## src/rtl/core/twma_pkg.sv

```systemverilog
// Shared constants, types and window setup for the triple-window moving average.
// Used by twma_div and triple_window_moving_average_core; depends on nothing.
package twma_pkg;

  // Field widths
  localparam int unsigned SAMPLE_W = 16;
  localparam int unsigned AVG_W    = 24;
  localparam int unsigned FRAC_W   = 8;

  // History and window lengths
  localparam int unsigned HIST_DEPTH   = 900;
  localparam int unsigned SHORT_WINDOW = 60;
  localparam int unsigned MID_WINDOW   = 300;

  // A window of zero acts as one; a window past the history is clipped to it.
  function automatic int unsigned eff_win(int unsigned w);
    if (w < 1) return 1;
    if (w > HIST_DEPTH) return HIST_DEPTH;
    return w;
  endfunction

  localparam int unsigned SHORT_EFF = eff_win(SHORT_WINDOW);
  localparam int unsigned MID_EFF   = eff_win(MID_WINDOW);
  localparam int unsigned LONG_EFF  = HIST_DEPTH;

  // Full-length windows drop the entry being overwritten
  localparam bit SHORT_FULL = (SHORT_EFF == HIST_DEPTH);
  localparam bit MID_FULL   = (MID_EFF == HIST_DEPTH);

  localparam int unsigned PTR_W = $clog2(HIST_DEPTH);
  localparam int unsigned WIN_W = $clog2(HIST_DEPTH + 1);

  localparam longint unsigned SAMPLE_MAX = (64'd1 << SAMPLE_W) - 64'd1;

  // Running sum widths follow the largest possible window total
  localparam int unsigned SUM_S_W = $clog2(longint'(SHORT_EFF) * SAMPLE_MAX + 1);
  localparam int unsigned SUM_M_W = $clog2(longint'(MID_EFF) * SAMPLE_MAX + 1);
  localparam int unsigned SUM_L_W = $clog2(longint'(LONG_EFF) * SAMPLE_MAX + 1);

  // Dividend is sum << FRAC_W; reciprocals are floor(2^NUM_W / window)
  localparam int unsigned NUM_W   = SUM_L_W + FRAC_W;
  localparam int unsigned RECIP_W = NUM_W + 1;

  localparam longint unsigned RECIP_SHORT = (64'd1 << NUM_W) / SHORT_EFF;
  localparam longint unsigned RECIP_MID   = (64'd1 << NUM_W) / MID_EFF;
  localparam longint unsigned RECIP_LONG  = (64'd1 << NUM_W) / LONG_EFF;

  // Offsets that turn a write position into the leaving position, mod depth
  localparam int unsigned LEAVE_OFS_S = HIST_DEPTH - SHORT_EFF;
  localparam int unsigned LEAVE_OFS_M = HIST_DEPTH - MID_EFF;

  // Result queue
  localparam int unsigned RQ_DEPTH = 4;
  localparam int unsigned RQ_PTR_W = $clog2(RQ_DEPTH);
  localparam int unsigned OUTS_W   = $clog2(RQ_DEPTH + 1);

  typedef logic [SAMPLE_W-1:0] sample_t;
  typedef logic [PTR_W-1:0]    ptr_t;
  typedef logic [AVG_W-1:0]    avg_t;

  typedef struct packed {
    avg_t avg_short;
    avg_t avg_mid;
    avg_t avg_long;
  } result_t;

  // Per-item sequencer
  typedef enum logic [1:0] {
    ST_IDLE,
    ST_RD_S,
    ST_RD_M,
    ST_UPD
  } seq_state_e;

endpackage

```

## src/rtl/core/twma_div.sv

```systemverilog
// Pipelined divide of a window sum by its constant window length (reciprocal multiply
// plus one correction step). Depends on twma_pkg.
module twma_div (
  input  logic                           clk_i,
  input  logic                           rst_ni,
  input  logic                           valid_i,
  input  logic [twma_pkg::SUM_L_W-1:0]   sum_i,
  input  logic [twma_pkg::RECIP_W-1:0]   recip_i,
  input  logic [twma_pkg::WIN_W-1:0]     win_i,
  output logic                           valid_o,
  output logic [twma_pkg::AVG_W-1:0]     quot_o
);
  import twma_pkg::*;

  localparam int unsigned PROD1_W = SUM_L_W + RECIP_W;
  localparam int unsigned PROD2_W = AVG_W + WIN_W;

  logic               v1_q, v2_q, v3_q;
  logic [PROD1_W-1:0] prod1;
  avg_t               q1_d, q1_q, q2_q, quot_d, quot_q;
  logic [NUM_W-1:0]   num1_q, num2_q, rem;
  logic [WIN_W-1:0]   win1_q, win2_q;
  logic [PROD2_W-1:0] prod2_d, prod2_q;

  // Stage 1: estimate, low by at most one
  assign prod1 = PROD1_W'(sum_i) * PROD1_W'(recip_i);
  assign q1_d  = AVG_W'(prod1 >> (NUM_W - FRAC_W));

  // Stage 2: back-multiply the estimate
  assign prod2_d = PROD2_W'(q1_q) * PROD2_W'(win1_q);

  // Stage 3: remainder check
  assign rem    = num2_q - NUM_W'(prod2_q);
  assign quot_d = (rem >= NUM_W'(win2_q)) ? q2_q + AVG_W'(1) : q2_q;

  always_ff @(posedge clk_i or negedge rst_ni) begin
    if (!rst_ni) begin
      v1_q <= 1'b0;
      v2_q <= 1'b0;
      v3_q <= 1'b0;
    end else begin
      v1_q <= valid_i;
      v2_q <= v1_q;
      v3_q <= v2_q;
    end
  end

  always_ff @(posedge clk_i) begin
    q1_q    <= q1_d;
    num1_q  <= {sum_i, FRAC_W'(0)};
    win1_q  <= win_i;
    prod2_q <= prod2_d;
    q2_q    <= q1_q;
    num2_q  <= num1_q;
    win2_q  <= win1_q;
    quot_q  <= quot_d;
  end

  assign valid_o = v3_q;
  assign quot_o  = quot_q;

endmodule
```

## config.mk

```make
export PLATFORM = sky130hd
export DESIGN_NAME = twma_div
export DESIGN_NICKNAME = d
export VERILOG_FILES = /design/src/rtl/core/twma_pkg.sv /design/src/rtl/core/twma_div.sv
export SDC_FILE = /design/constraint.sdc
export NUM_CORES = 2
export LEC_CHECK = 0
export BUFFER_PORTS_ARGS = -buffer_cell sky130_fd_sc_hd__buf_2
export CORE_MARGIN = 10
export CORE_UTILIZATION = 50
export CTS_CLUSTER_DIAMETER = 100
export DETAILED_ROUTE_END_ITERATION = 7
export PLACE_DENSITY = 0.66
export RECOVER_POWER = 25
export SETUP_SLACK_MARGIN = 0.3
export SYNTH_ARGS = -nofsm -noshare
export SYNTH_HDL_FRONTEND = slang
export SYNTH_SLANG_ARGS = --single-unit
```

## constraint.sdc

```tcl
create_clock -name clk_i -period 13.8 [get_ports clk_i]
set_input_delay 2.76 -clock clk_i [delete_from_list [all_inputs] [get_ports clk_i]]
set_output_delay 2.76 -clock clk_i [all_outputs]
set_load 0.02 [all_outputs]
```

# == Yosys cells after proc, flatten, opt, wreduce, memory -nomap -nowiden ==
# Cells that the tools add are included.
# totals
ff_bits,181
inputBits,74
out_inout_bits,25
wordCells,17
# classes
addsub,2
mul,2
n_lt_le_gt_ge,1
mux,1
# ops
op,count
multiplier 26 x 35 -> 50 bit,1
greater-or-equal comparator 34 x 10 -> 1 bit,1
multiplier 24 x 10 -> 34 bit,1
subtractor 34 bit,1
"adder 24 x 1 -> 24 bit, second input constant",1
2-to-1 mux 24 bit,1

# == Longest topological paths before layout ==
# depth
depth_word,3
depth_mapped,29
depth_no_buf,27

# == Worst setup path before layout ==
# No wires, ideal clock.
# synth_timing
kind,input to register
from,in sum_i[5] (netlist name)
to,reg q1_q[23]
setup_time_ps,72
arrival_ps,9716
required_time_ps,13728
path_slack_ps,4012
cell_stages,27
n_path_buf,2
path_cell_list,clkbuf_1 > clkbuf_1 > nand2_1 > fa_1 > inv_1 > fa_1 > inv_1 > fa_1 > fa_1 > inv_1 > fa_1 > fa_1 > inv_1 > fa_1 > inv_1 > ha_1 > a21oi_1 > nand2_1 > a221o_1 > a2111oi_1 > a21oi_1 > a21oi_1 > o31ai_1 > o41ai_1 > o21bai_1 > a21oi_1 > xnor2_1
# synth_via
elab_chain_cells,1
# synth_lines
item,line,rtl
from (decl),twma_div.sv:7,"input logic [twma_pkg::SUM_L_W-1:0] sum_i,"
multiplier 26 x 35 -> 50 bit,twma_div.sv:26,assign prod1 = PROD1_W'(sum_i) * PROD1_W'(recip_i);
named net prod1[49],twma_div.sv:19,logic [PROD1_W-1:0] prod1;
to (signal assigned),twma_div.sv:49,q1_q <= q1_d;
to (decl),twma_div.sv:20,"avg_t q1_d, q1_q, q2_q, quot_d, quot_q;"
# The timed path passes the listed nets, and every way through them passes these cells.

# == Worst setup path after layout ==
# layout_timing
from,in sum_i[3] (netlist name)
to,reg q1_q[23]
# The elaborated chain is that of the path after synthesis.

==> flow_summary.ini <==
[detailed_routing]
drt_first_iter_violations = 1763
drc_errors = 0
wl_per_cell_um = 19.5
dr.pass1.iters = 8
wl_um = 101000
viasPerCell = 5.32
postRouteAntennaNets = 0
vias = 27700

[sta]
finalCritPeriodShare_pct = 75.0
whs_ps = 326
slew_violations = 52
finalSetupViolations = 0
clock_skew_ps = 11.1
fin_tns_setup_ps = 0
setup_slack_ps = 3450
fmax_mhz = 96.6
hold_viol = 0
finalCriticalPeriod_ps = 10350
rsz0062_at_grt = false
relSlewSlack_pct = -6.67
tightest_slew_ps = 1600

[floorplan]
ioPinCount = 99
core_um2 = 77200
row_count = 102
die_x_um = 299
initial_core_util_pct = 50.3
die_area_um2 = 89100
die_y_um = 299

[hold_path]
worst_hold_path.num_cells = 0
min_to = num2_q[28]
hold_class = reg -> reg
min_from = num1_q[28]

[final_layout]
layout_common_cells = 959 x inv_1, 911 x fa_1, 647 x nand2_1
seq_area_um2 = 3640
area_growth_pct = 4.51
multi_input_area_um2 = 30700
drive_gt1_share_pct = 4.37
final_common_cell = inv_1
fin_nets = 5386
fillerInstances = 7122

[setup_path]
cp_slowest_cell = buf_2
path_max_fanout = 36
cp.arrival_ps = 10690
worst-path-buf-inv = 6
end_kind = register
r2r_end = prod2_q[33]
rrSetupSlack_ps = 6160
critical-path-top-delay-family = adder cells
reg2reg_depth = 20
worstPathRequired_ps = 14140
max_stage_delay_ps = 680
startpoint = sum_i[3]
reg2reg_from = win1_q[1]
crit_type = in -> reg
critPathLaunchType = primary input
cpMostUsedCell = fa_1

[yosys]
synth.avg_cell_area_um2 = 9.22
synth_nets = 5439
synthArstFlopShare_pct = 1.66
synth_edf_count = 0
syn_inst = 4208
ys_seq_area_share_pct = 9.38
ys_types = 81
ys.flop_type = dfxtp_1
synth.yosys.warnings = 0
synth.ff_latch_count = 181
syn_area_um2 = 38800

[clock_network]
postCtsHoldBufs = 0
worstSkewPairLatency_ps = 460
cts_tree = yes
cts_buffers = 17
cts_sinks = 181
clock-root-buffer = clkbuf_16
post_cts.repair.setup_buffers = 0
clkTransAtPathRegs_ps = 70
ctsResizeCount = 0
cts_max_path_buffers = 2
h-tree-depth = 4

[grt]
grt_max_degree = 37
antenna_found_initial = 5
grt_pass1_vias = 30000
grt.total_usage_pct = 23.4
gr-total-overflow = 0
grt_pass1_wl_um = 164000

[outcome]
status = complete, but fails checks
violations = capacitance limit, slew limit

[placed_design]
gp_congestion = 0.907
place_hpwl_um = 74900
post-place-ws_ps = 3020
io_buffers = 98

[run]
maxCapViolations = 2
## Yosys cell counts, drive strengths merged (8+ instances only)
library cell | n | area share [%]
nand3 | 28 | 0.40
xnor2 | 88 | 2.0
a21oi | 74 | 0.95
fa | 911 | 47
o21bai | 13 | 0.25
ha | 246 | 7.9
nand2 | 647 | 6.3
and2 | 497 | 8.0
inv | 959 | 9.3
xor2 | 28 | 0.63
nor2 | 53 | 0.51
clkbuf | 194 | 1.9
buf | 8 | 0.13
nor2b | 8 | 0.13
nand2b | 9 | 0.15
dfxtp | 178 | 9.2
o21ai | 41 | 0.53
o21a | 14 | 0.27
o211ai | 9 | 0.17
nor3 | 15 | 0.19
and3 | 27 | 0.45
a21o | 35 | 0.68
nand4 | 24 | 0.52
## metal layers
metal	GRT usage [%]	routed length, µm	vias up
li1	-	-	12200
met1	30.8	41600	14300
met3	3.60	7200	197
met5	0	13	-
met4	7.60	3450	2
met2	39.3	49200	1044
## worst max-delay path by stage
stage	endpoint	slack, ps	cells after the start
final	q1_q[23]	3450	26
after global routing	q1_q[23]	2980	28
after CTS	q1_q[23]	3520	26
after detailed placement	q1_q[23]	3020	26
after global placement	q1_q[23]	3100	26
after floorplan	q1_q[23]	4010	27
## through the flow
stage / instance area (µm²) / cells / utilization, %
global placement: 40000 / 5176 / 51.8
global route: 40500 / 5207 / 52.5
CTS: 40600 / 5207 / 52.6
finish: 40500 / 5208 / 52.5
detailed placement: 40000 / 5176 / 51.8
floorplan: 38800 / 4208 / -
## cell type report
cell class | instances | share of cell area, %
clock inverters | 13 | 0.293
well taps | 1040 | 3.21
diodes | 1 | 0.00617
flip-flops and latches | 181 | 8.97
multi-input cells | 2865 | 75.8
clock buffers | 18 | 1.08
repair buffers | 131 | 1.75
inverters | 959 | 8.88
## state kept, by name (all words and copies together), names as in the netlist
name	flops
prod2_q	34
num1_q	26
num2_q	26
q1_q	24
q2_q	24
quot_o	24
win1_q	10
win2_q	10
v1_q	1
v2_q	1
valid_o	1
## cells by family (layout without fill, tap and decap cells)
| family | count (synthesis) | in the layout | synth area share [%] |
|---|---|---|---|
| AOI/OAI and AO/OA | 244 | 244 | 4.19 |
| xor gates and xnor gates | 116 | 116 | 2.62 |
| adders and majority gates | 1157 | 1157 | 54.9 |
| buffers and inverters | 1162 | 1121 | 11.4 |
| DFF | 181 | 181 | 9.38 |
| muxes | 5 | 5 | 0.132 |
| other | 0 | 1 | 0 |
| and+or+nand+nor | 1343 | 1343 | 17.4 |
Power is not shown: default switching activity piles up to over one toggle a cycle in this logic, so the estimate is an artifact.
